===== src/sv/vha_pkg.sv =====
`timescale 1ns / 1ps
package vha_pkg;

  // port widths, fixed by the transaction format
  localparam int unsigned CMD_W    = 2;
  localparam int unsigned REQ_W    = 7;
  localparam int unsigned IDX_W    = 10;
  localparam int unsigned VER_W    = 16;
  localparam int unsigned STATUS_W = 2;
  localparam int unsigned LIVE_W   = 11;

  typedef enum logic [CMD_W-1:0] {
    CMD_CREATE  = 2'd0,
    CMD_DESTROY = 2'd1,
    CMD_CHECK   = 2'd2,
    CMD_UNKNOWN = 2'd3
  } cmd_e;

  typedef enum logic [STATUS_W-1:0] {
    STAT_OK    = 2'd0,
    STAT_FULL  = 2'd1,
    STAT_STALE = 2'd2
  } status_e;

  typedef enum logic [1:0] {
    S_IDLE,
    S_CREATE,
    S_POP,
    S_LOOK
  } state_e;

  typedef struct packed {
    logic [IDX_W-1:0]    index;
    logic [VER_W-1:0]    version;
    status_e             status;
    logic                handle_valid;
    logic [LIVE_W-1:0]   live_count;
    logic                last;
  } result_t;

endpackage


===== src/sv/vha_ctrl.sv =====
`timescale 1ns / 1ps
module vha_ctrl #(
  parameter int unsigned MAX_SLOTS    = 1024,
  parameter int unsigned VERSION_BITS = 16,
  parameter int unsigned MAX_BATCH    = 64
) (
  input  logic                                  clk_i,
  input  logic                                  rst_ni,
  input  logic                                  in_valid_i,
  output logic                                  in_stall_o,
  input  logic [vha_pkg::CMD_W-1:0]             command_i,
  input  logic [vha_pkg::REQ_W-1:0]             request_count_i,
  input  logic [vha_pkg::IDX_W-1:0]             slot_index_i,
  input  logic [vha_pkg::VER_W-1:0]             slot_version_i,
  input  logic                                  out_stall_i,
  output logic                                  out_valid_o,
  output vha_pkg::result_t                      out_res_o,
  output logic                                  vmem_we_o,
  output logic [$clog2(MAX_SLOTS)-1:0]          vmem_waddr_o,
  output logic [VERSION_BITS:0]                 vmem_wdata_o,
  output logic                                  vmem_re_o,
  output logic [$clog2(MAX_SLOTS)-1:0]          vmem_raddr_o,
  input  logic [VERSION_BITS:0]                 vmem_rdata_i,
  output logic                                  smem_we_o,
  output logic [$clog2(MAX_SLOTS)-1:0]          smem_waddr_o,
  output logic [$clog2(MAX_SLOTS)+VERSION_BITS-1:0] smem_wdata_o,
  output logic                                  smem_re_o,
  output logic [$clog2(MAX_SLOTS)-1:0]          smem_raddr_o,
  input  logic [$clog2(MAX_SLOTS)+VERSION_BITS-1:0] smem_rdata_i
);

  localparam int unsigned IW = $clog2(MAX_SLOTS);
  localparam int unsigned VB = VERSION_BITS;
  localparam int unsigned LW = $clog2(MAX_SLOTS + 1);
  localparam int unsigned RW = $clog2(MAX_BATCH + 1);

  vha_pkg::state_e state_q, state_d;
  logic [LW-1:0] ft_q, ft_d;
  logic [LW-1:0] hw_q, hw_d;
  logic [LW-1:0] live_q, live_d;
  logic          out_valid_q, out_valid_d;
  vha_pkg::result_t out_res_q, out_res_d;

  vha_pkg::cmd_e            cmd_q, cmd_d;
  logic [RW-1:0]            rem_q, rem_d;
  logic [vha_pkg::IDX_W-1:0] idx_q, idx_d;
  logic [vha_pkg::VER_W-1:0] ver_q, ver_d;

  logic          accept;
  logic          can_emit;
  logic          emit;
  logic          have_free;
  logic          have_hw;
  logic          last_one;
  logic          mapped;
  logic          stored_live;
  logic [VB-1:0] stored_ver;
  logic [VB-1:0] new_ver;
  logic          ok;
  logic [IW-1:0] pop_slot;
  logic [VB-1:0] pop_ver;

  assign accept    = (state_q == vha_pkg::S_IDLE) && in_valid_i;
  assign can_emit  = !out_valid_q || !out_stall_i;
  assign have_free = (ft_q != '0);
  assign have_hw   = (32'(hw_q) < 32'(MAX_SLOTS));
  assign last_one  = (rem_q == RW'(1));

  // a slot at or above the high-water mark was never handed out: version 0, not live
  assign mapped      = (32'(idx_q) < 32'(MAX_SLOTS)) && (32'(idx_q) < 32'(hw_q));
  assign stored_live = mapped && vmem_rdata_i[VB];
  assign stored_ver  = mapped ? vmem_rdata_i[VB-1:0] : '0;
  assign ok          = stored_live && (32'(stored_ver) == 32'(ver_q));
  assign new_ver     = stored_ver + VB'(1);

  assign pop_slot = smem_rdata_i[IW+VB-1:VB];
  assign pop_ver  = smem_rdata_i[VB-1:0];

  // next state
  always_comb begin
    state_d = state_q;
    unique case (state_q)
      vha_pkg::S_IDLE: begin
        if (accept) begin
          if (vha_pkg::cmd_e'(command_i) == vha_pkg::CMD_CREATE) begin
            state_d = (request_count_i == '0) ? vha_pkg::S_IDLE : vha_pkg::S_CREATE;
          end else begin
            state_d = vha_pkg::S_LOOK;
          end
        end
      end
      vha_pkg::S_CREATE: begin
        if (have_free) begin
          state_d = vha_pkg::S_POP;
        end else if (can_emit && (!have_hw || last_one)) begin
          state_d = vha_pkg::S_IDLE;
        end
      end
      vha_pkg::S_POP: begin
        if (can_emit) begin
          state_d = last_one ? vha_pkg::S_IDLE : vha_pkg::S_CREATE;
        end
      end
      vha_pkg::S_LOOK: begin
        if (can_emit) begin
          state_d = vha_pkg::S_IDLE;
        end
      end
      default: state_d = vha_pkg::S_IDLE;
    endcase
  end

  // datapath and memory control
  always_comb begin
    ft_d         = ft_q;
    hw_d         = hw_q;
    live_d       = live_q;
    cmd_d        = cmd_q;
    rem_d        = rem_q;
    idx_d        = idx_q;
    ver_d        = ver_q;
    emit         = 1'b0;
    out_res_d    = out_res_q;
    vmem_we_o    = 1'b0;
    vmem_waddr_o = '0;
    vmem_wdata_o = '0;
    vmem_re_o    = 1'b0;
    vmem_raddr_o = '0;
    smem_we_o    = 1'b0;
    smem_waddr_o = '0;
    smem_wdata_o = '0;
    smem_re_o    = 1'b0;
    smem_raddr_o = '0;

    unique case (state_q)
      vha_pkg::S_IDLE: begin
        if (accept) begin
          cmd_d        = vha_pkg::cmd_e'(command_i);
          idx_d        = slot_index_i;
          ver_d        = slot_version_i;
          rem_d        = (32'(request_count_i) > 32'(MAX_BATCH)) ? RW'(MAX_BATCH)
                                                                 : RW'(request_count_i);
          vmem_re_o    = 1'b1;
          vmem_raddr_o = IW'(slot_index_i);
        end
      end
      vha_pkg::S_CREATE: begin
        if (have_free) begin
          smem_re_o    = 1'b1;
          smem_raddr_o = IW'(ft_q - 1'b1);
          ft_d         = ft_q - 1'b1;
        end else if (can_emit) begin
          emit = 1'b1;
          if (have_hw) begin
            vmem_we_o    = 1'b1;
            vmem_waddr_o = IW'(hw_q);
            vmem_wdata_o = {1'b1, VB'(0)};
            hw_d         = hw_q + 1'b1;
            live_d       = live_q + 1'b1;
            rem_d        = rem_q - 1'b1;
            out_res_d.index        = vha_pkg::IDX_W'(hw_q);
            out_res_d.version      = '0;
            out_res_d.status       = vha_pkg::STAT_OK;
            out_res_d.handle_valid = 1'b1;
            out_res_d.last         = last_one;
          end else begin
            out_res_d.index        = '0;
            out_res_d.version      = '0;
            out_res_d.status       = vha_pkg::STAT_FULL;
            out_res_d.handle_valid = 1'b0;
            out_res_d.last         = 1'b1;
          end
        end
      end
      vha_pkg::S_POP: begin
        if (can_emit) begin
          emit         = 1'b1;
          vmem_we_o    = 1'b1;
          vmem_waddr_o = pop_slot;
          vmem_wdata_o = {1'b1, pop_ver};
          live_d       = live_q + 1'b1;
          rem_d        = rem_q - 1'b1;
          out_res_d.index        = vha_pkg::IDX_W'(pop_slot);
          out_res_d.version      = vha_pkg::VER_W'(pop_ver);
          out_res_d.status       = vha_pkg::STAT_OK;
          out_res_d.handle_valid = 1'b1;
          out_res_d.last         = last_one;
        end
      end
      vha_pkg::S_LOOK: begin
        if (can_emit) begin
          emit                   = 1'b1;
          out_res_d.index        = idx_q;
          out_res_d.last         = 1'b1;
          out_res_d.version      = vha_pkg::VER_W'(stored_ver);
          out_res_d.status       = vha_pkg::STAT_STALE;
          out_res_d.handle_valid = 1'b0;
          case (cmd_q)
            vha_pkg::CMD_DESTROY: begin
              if (ok) begin
                vmem_we_o    = 1'b1;
                vmem_waddr_o = IW'(idx_q);
                vmem_wdata_o = {1'b0, new_ver};
                // freed slot goes on the stack with its new version
                if (32'(ft_q) < 32'(MAX_SLOTS)) begin
                  smem_we_o    = 1'b1;
                  smem_waddr_o = IW'(ft_q);
                  smem_wdata_o = {IW'(idx_q), new_ver};
                  ft_d         = ft_q + 1'b1;
                end
                if (live_q != '0) begin
                  live_d = live_q - 1'b1;
                end
                out_res_d.version      = vha_pkg::VER_W'(new_ver);
                out_res_d.status       = vha_pkg::STAT_OK;
                out_res_d.handle_valid = 1'b1;
              end
            end
            vha_pkg::CMD_CHECK: begin
              if (ok) begin
                out_res_d.status       = vha_pkg::STAT_OK;
                out_res_d.handle_valid = 1'b1;
              end
            end
            default: begin
              out_res_d.version = '0;
            end
          endcase
        end
      end
      default: ;
    endcase

    out_res_d.live_count = vha_pkg::LIVE_W'(live_d);
  end

  always_comb begin
    if (emit) begin
      out_valid_d = 1'b1;
    end else if (out_valid_q && !out_stall_i) begin
      out_valid_d = 1'b0;
    end else begin
      out_valid_d = out_valid_q;
    end
  end

  always_ff @(posedge clk_i or negedge rst_ni) begin
    if (!rst_ni) begin
      state_q     <= vha_pkg::S_IDLE;
      ft_q        <= '0;
      hw_q        <= '0;
      live_q      <= '0;
      out_valid_q <= 1'b0;
    end else begin
      state_q     <= state_d;
      ft_q        <= ft_d;
      hw_q        <= hw_d;
      live_q      <= live_d;
      out_valid_q <= out_valid_d;
    end
  end

  always_ff @(posedge clk_i) begin
    cmd_q     <= cmd_d;
    rem_q     <= rem_d;
    idx_q     <= idx_d;
    ver_q     <= ver_d;
    out_res_q <= out_res_d;
  end

  assign in_stall_o  = (state_q != vha_pkg::S_IDLE);
  assign out_valid_o = out_valid_q;
  assign out_res_o   = out_res_q;

endmodule


===== config.mk =====
export PLATFORM = sky130hd
export DESIGN_NAME = vha_ctrl
export DESIGN_NICKNAME = d
export VERILOG_FILES = /design/src/sv/vha_pkg.sv /design/src/sv/vha_ctrl.sv
export SDC_FILE = /design/constraint.sdc
export NUM_CORES = 1
export LEC_CHECK = 0
export ABC_AREA = 1
export BUFFER_PORTS_ARGS = -buffer_cell sky130_fd_sc_hd__buf_4
export CELL_PAD_IN_SITES_DETAIL_PLACEMENT = 1
export CELL_PAD_IN_SITES_GLOBAL_PLACEMENT = 2
export CORE_MARGIN = 2
export CORE_UTILIZATION = 25
export DETAILED_ROUTE_END_ITERATION = 7
export GPL_TIMING_DRIVEN = 0
export PLACE_DENSITY_LB_ADDON = 0.1
export SLEW_MARGIN = 20
export SYNTH_ARGS = -nofsm -noshare
export SYNTH_HDL_FRONTEND = slang
export SYNTH_SLANG_ARGS = --single-unit

===== constraint.sdc =====
create_clock -name clk_i -period 8.4 [get_ports clk_i]
set_input_delay 0.42 -clock clk_i [delete_from_list [all_inputs] [get_ports clk_i]]
set_output_delay 0.42 -clock clk_i [all_outputs]
set_load 0.005 [all_outputs]

---- After elaboration in Yosys (flattened, before gate mapping) ----
Cells that the tools add are included.
word-level totals
  register bits ........................... 112
  input bits .............................. 82
  word-level logic and storage cells ...... 171
cells by class
  $add $sub $neg .......................... 7
  magnitude comparators ................... 4
  eq/ne operators ......................... 18
  multiplexer cells ....................... 99
  bitwise operators ....................... 1
  reductions and logical operators ........ 27
operators by type and width
  kind                                                number
  two-way mux 10 bit                                  16
  two-way mux 29 bit                                  5
  two-way mux 11 bit                                  13
  two-way mux 26 bit                                  5
  one-hot mux 29 bit (3 select lines)                 1
  two-way mux 17 bit                                  4
  two-way mux 16 bit                                  4
  one-hot mux 17 bit (3 select lines)                 1
  two-way mux 7 bit                                   6
  adder 11 x 1 -> 11 bit, second input constant       3
  one-hot mux 11 bit (3 select lines)                 1
  one-hot mux 16 bit (2 select lines)                 1
  one-hot mux 10 bit (3 select lines)                 1
  two-way mux 1 bit                                   26
  less-than comparator 11 bit, second input constant  2
  one-hot mux 11 bit (2 select lines)                 1
  nonzero test 11 bit                                 2
  subtractor 11 x 1 -> 11 bit, second input constant  2
  one-hot mux 7 bit (3 select lines)                  1
  inequality test 2 bit, second input constant        10
  two-way mux 19 bit                                  1
  adder 16 x 1 -> 16 bit, second input constant       1
  == test 16 bit                                      1
  two-way mux 2 bit                                   6
  25 further kinds                                    42

---- Longest topological paths before layout ----
  word-level depth ........................ 8
  mapped depth ............................ 24

---- Least setup slack after synthesis ----
OpenSTA, ideal clock, no wires.
  kind .................................... register to register
  start ................................... register ft_q[0]
  end ..................................... register out_res_q, in the netlist out_res_o[0], enable pin
  setup time .............................. 0.463 ns
  arrival time ............................ 3.597 ns
  required time ........................... 7.937 ns
  setup slack ............................. 4.340 ns
  stages on the path, launching flop included .. 9
  path buffers ............................ 0
  path through ............................ dfrtp_1 > inv_1 > ha_1 > nand4_1 > nor3_1 > nand2_1 > nor2_1 > nor2_1 > a211oi_1
on the way
  cells in the longest elaborated chain, start to end .. 3
RTL lines
  element                                 line             RTL
  start: declaration                      vha_ctrl.sv:38   logic [LW-1:0] ft_q, ft_d;
  start signal: assignment                vha_ctrl.sv:256  ft_q <= ft_d;
  nonzero test 11 bit                     vha_ctrl.sv:65   assign have_free = (ft_q != '0);
  inequality test 2 bit (no source line)  --
  AND reduction 5 bit (no source line)    --
  end signal: assignment                  vha_ctrl.sv:268  out_res_q <= out_res_d;
  end: declaration                        vha_ctrl.sv:42   vha_pkg::result_t out_res_q, out_res_d;
No other way between the ends.
A chain may end at the register's enable or synchronous reset.

---- Worst setup path in the final report ----
  start ................................... register hw_q[4]
  end ..................................... output smem_wdata_o[14]
on the way
  cells in the longest elaborated chain, start to end .. 8
RTL lines
  element                                                          line                             RTL
  start: declaration                                               vha_ctrl.sv:39                   logic [LW-1:0] hw_q, hw_d;
  start signal: assignment                                         vha_ctrl.sv:257                  hw_q <= hw_d;
  less-than comparator 10 x 11 -> 1 bit (*)                        vha_ctrl.sv:70                   assign mapped = (32'(idx_q) < 32'(MAX_SLOTS)) && (32'(idx_q) < 32'(hw_q));
  two-way mux 16 bit                                               vha_ctrl.sv:72                   assign stored_ver = mapped ? vmem_rdata_i[VB-1:0] : '0;
  adder 16 x 1 -> 16 bit / == test 16 bit (equally long branches)  vha_ctrl.sv:74, vha_ctrl.sv:73
  two-way mux 26 bit / logical AND 1 bit (equally long branches)   vha_ctrl.sv:205, vha_ctrl.sv:73
  two-way mux 26 bit (*)                                           vha_ctrl.sv:200                  if (ok) begin
  two-way mux 26 bit (*)                                           vha_ctrl.sv:198                  case (cmd_q)
  two-way mux 26 bit (*)                                           vha_ctrl.sv:191                  if (can_emit) begin
  two-way mux 26 bit (*)                                           vha_ctrl.sv:135                  unique case (state_q)
  end: declaration                                                 vha_ctrl.sv:26                   output logic [$clog2(MAX_SLOTS)+VERSION_BITS-1:0] smem_wdata_o,
Mark *: on every way between the ends. The rest lies on a longest branch, timed or not.

==> results.rst <==
.. list-table::
   :header-rows: 1

   * - Metric
     - Value
   * - Outcome
     - finished clean
   * - Layout-stage area growth over the synthesis result
     - 30.88%
   * - Initial core utilization
     - 0.2526
   * - Final setup margin
     - 3.688 ns
   * - Flip-flop and latch count after synthesis
     - 112
   * - Clock buffer count from CTS
     - 9
   * - Hold-fix buffers, CTS
     - 0
   * - Average wire per standard cell
     - 20.48 um
   * - Worst-path clk slew
     - 0.10 ns
   * - Internal power summed over all cells
     - 1.654 mW
   * - Type of the tightest min-delay check
     - input pin to async pin
   * - Share of layout cells above drive strength 1
     - 0.2105
   * - Setup repair after global routing missed its margin
     - false
   * - Setup WS pre-CTS
     - 4.076 ns
   * - Worst endpoint data arrival time
     - 4.29 ns
   * - Total count of hold-check failures in the final report
     - 0
   * - Filler Cells Inserted
     - 3855
   * - Floorplan die area
     - 33160 um^2
   * - Worst-case clock buffer depth
     - 2
   * - GPL Wtd Cong
     - 0.8442
   * - Startpoint of the most critical register-to-register path
     - hw_q[4]
   * - Compound-cell area share of the yosys netlist
     - 0.1136
   * - Number of buffer cells added on primary ports
     - 211
   * - Power Density
     - 297.1 nW/um^2
   * - Cell area after technology mapping
     - 7930 um^2
   * - Number of remaining DRC errors
     - 0
   * - Share of Yosys cell area claimed by the top area cell type
     - 0.2461
   * - Antenna diode count
     - 0
   * - Dominant cells by area after synthesis
     - edfxtp_1 (25%), nand2_1 (12%), dfrtp_1 (11%)
   * - Static leakage
     - 4.976 nW
   * - Max Fanout on Critical Path
     - 10
   * - Via count of the first global-routing pass
     - 8745
   * - Crit Path Category
     - flop to primary output
   * - Number of vias in the routed layout
     - 8380
   * - Worst relative slew slack
     - 0.2754
   * - Critical Path Source Type
     - flop
   * - Switching portion of total power
     - 0.4636
   * - Post-synth EDFFs
     - 65
   * - Worst clock skew
     - 0.01942 ns
   * - Logic pwr share
     - 0.525
   * - Switching power
     - 1.430 mW
   * - Number of clock sinks seen by CTS
     - 112
   * - Global-route wire length before repair
     - 53190 um
   * - Sequential cell area
     - 3073 um^2
   * - Dominant combinational cell family by area after synthesis
     - simple AND/OR/NAND/NOR gates
   * - Drt first pass iters
     - 4
   * - Synthesized-area fraction occupied by adder cells
     - 0.03944
   * - Boundary Pins
     - 212
   * - Cell with the largest stage delay on the worst path
     - dfrtp_1
   * - Share of async-settable or async-resettable flops after synthesis
     - 0.3214
   * - Row cnt
     - 65
   * - Post-cts sizing count
     - 0
   * - Share of the yosys chip area belonging to registers
     - 0.3875
   * - CTS root buf
     - clkbuf_16
   * - Final setup vio count
     - 0
   * - Largest stage delay on the critical path
     - 0.44 ns
   * - Clk Latency, worst-skew pair
     - 0.38 ns
   * - Worst slew pin tran
     - 1.079 ns
   * - Core box area
     - 31390 um^2
   * - Count of unique library cells instantiated by Yosys
     - 46
   * - Part of the power in registers
     - 0.325
   * - Main flop type after synthesis
     - edfxtp_1
   * - Portion of netlist area occupied by mux cells
     - 0
   * - Peak Freq
     - 0.2122 GHz
   * - Share of the clock period used by the worst path
     - 0.5609
   * - Number of synthesis warnings
     - 0
   * - Number of post-CTS setup repair buffers
     - 0
   * - Syn nets
     - 1192
   * - Detailed-route vias per instance
     - 4.878
   * - Synthesized instance count
     - 1085
   * - Vertical die dimension
     - 182.1 um
   * - Launch point of the critical path
     - hw_q[4]
   * - Type of destination of the critical path
     - primary output
   * - Overall routed net length
     - 35190 um
   * - Crit path required time
     - 7.98 ns
   * - Gr ovfl total
     - 0
   * - Clock tree from TritonCTS
     - yes
   * - Number of design-rule violations left by the first detailed-router iteration
     - 539
   * - Max-cap violation count
     - 0
   * - Cells along the critical path
     - inv_1 > ha_1 > nand2_1 > nand2_1 > nand2_1 > nand2_1 > a21oi_2 > buf_4 > nand3_2 > inv_1 > ha_1 > nand2_1 > nor2_1 > nand3_1 > nor2_1 > nand3_1 > xor2_1 > nand3_1 > nor2_1 > buf_4
   * - Post-DRT Antenna Nets
     - 0
   * - Fin crit period
     - 4.712 ns
   * - Number of levels the H-tree was split into
     - 3
   * - Sum of negative setup slack
     - 0 ns
   * - Largest net degree at the start of global routing
     - 37
   * - Pins Over Slew Limit
     - 0
   * - Most common cell type on the critical path
     - nand2_1
   * - Detail Placement HPWL
     - 27870 um
   * - Top cell type by total area after synthesis
     - edfxtp_1
   * - Mean instance size in the synthesized netlist
     - 7.309 um^2
   * - Worst vdd rail ir drop
     - 0.1174 mV
   * - Xor/xnor share of the synthesized area
     - 0.04307
   * - Antenna violations before repair
     - 0
   * - Die width
     - 182.1 um
   * - Multi-input combinational cell area
     - 4114 um^2
   * - Global Route Usage Sum
     - 0.2124
   * - Layout Nets
     - 1418
   * - Synth Area in Simple Gates
     - 0.3211
   * - Clock group share of total power
     - 0.150
[power groups by stage]
stage / combinational [mW] / sequential (mW) / clock [mW]
after floorplan: 0.855 / 0.993 / 0
after global routing: 1.80 / 1.04 / 0.492
after CTS: 1.64 / 1.00 / 0.479
after global placement: 1.58 / 1.03 / 0
after detailed placement: 1.63 / 1.01 / 0
final: 1.62 / 1.00 / 0.464
[area by class of cell]
class	count	share of cell area
clock buffers	9	0.02170
plain buffers	39	0.01929
well taps	402	0.04846
repair buffers	215	0.1578
flip-flops and latches	112	0.2961
clock inverters	7	0.006751
multi-input cells	786	0.3964
inverters	148	0.05353
[synthesized netlist by cell type (all sizes together) (2+ instances only)]
| cell | number |
|---|---|
| clkbuf | 23 |
| a2111oi | 2 |
| edfxtp | 65 |
| dfrtp | 36 |
| inv | 143 |
| a22oi | 11 |
| nor4 | 6 |
| o31ai | 3 |
| ha | 25 |
| dfxtp | 11 |
| o221ai | 4 |
| nor2 | 160 |
| nand2 | 255 |
| xnor2 | 5 |
| a31oi | 4 |
| o211ai | 7 |
| nand3 | 85 |
| clkinv | 5 |
| nor3 | 24 |
| o22ai | 21 |
| a21oi | 29 |
| nand4 | 39 |
| o311ai | 2 |
| a211oi | 6 |
| xor2 | 34 |
| o21ai | 59 |
| buf | 16 |
[cell usage in the layout (no fill, tap or decap), drive strengths merged, types with 2 or more instances in the layout]
| master | instances |
|---|---|
| a2111oi | 2 |
| a211oi | 6 |
| a21oi | 29 |
| a22oi | 11 |
| a31oi | 4 |
| buf | 231 |
| clkbuf | 32 |
| clkinv | 6 |
| dfrtp | 36 |
| dfxtp | 11 |
| edfxtp | 65 |
| ha | 25 |
| inv | 148 |
| nand2 | 255 |
| nand3 | 85 |
| nand4 | 39 |
| nor2 | 160 |
| nor3 | 24 |
| nor4 | 6 |
| o211ai | 7 |
| o21ai | 59 |
| o221ai | 4 |
| o22ai | 21 |
| o311ai | 2 |
| o31ai | 3 |
| xnor2 | 5 |
| xor2 | 34 |
[final timing paths]
| check | slack (ns) | end | cells after the start |
|---|---|---|---|
| worst max-delay path | 3.69 | smem_wdata_o[14] | 20 |
| worst min-delay path | 0.008 | ft_q[5] | 1 |
| worst max register to register | 4.58 | out_res_o[29] | 21 |
| worst min register to register | 0.51 | hw_q[9] | 1 |
| max in group asynchronous | 8.00 | live_q[3] | 1 |
| min in group clk_i | 0.21 | ver_q[3] | 1 |
[critical path, delay by kind of cell (launching register included)]
kind / cells / cell delay (ns)
compound gates: 1 / 0.22
xor+xnor: 1 / 0.24
fa+ha+maj: 2 / 0.53
buf+inv: 4 / 0.66
flops: 1 / 0.44
simple gates: 12 / 1.79
[state kept, by name, summed over array words and instances (netlist names)]
signal / count
cmd_q: 2
ft_q: 11
hw_q: 11
idx_q: 10
live_q: 11
out_res_o: 41
out_valid_o: 1
rem_q: 7
state_q: 2
ver_q: 16
[per-stage QoR]
step	cell area, um^2	hold WS, ns	utilization	cells	power [mW]
5_1_grt	10380	0.04671	0.3306	1718	3.323
6_report	10380	0.007604	0.3306	1718	3.084
4_1_cts	10380	0.03577	0.3306	1718	3.122
2_1_floorplan	7930	0.1244	-	1085	1.848
3_5_place_dp	10080	0.4524	0.3212	1702	2.647
3_3_place_gp	10020	0.4503	0.3191	1698	2.610
[cell families (layout without fill, tap and decap cells)]
family | Yosys count | count (layout)
flip-flops | 112 | 112
AO/OA/AOI/OAI | 150 | 150
adder cells (fa/ha/maj) | 25 | 25
XOR/XNOR | 39 | 39
AND/OR/NAND/NOR | 572 | 572
buffers and inverters | 187 | 418
[layer usage]
layer  track usage  vias to the layer above  wire [um]
met1        0.2731                     4053      15830
met3       0.02814                       38       1512
met2        0.3715                      222      17040
li1              -                     4067          -
met5             0                        -          0
met4       0.06323                        0        816
Note: power is estimated with default switching activity, not from simulation.
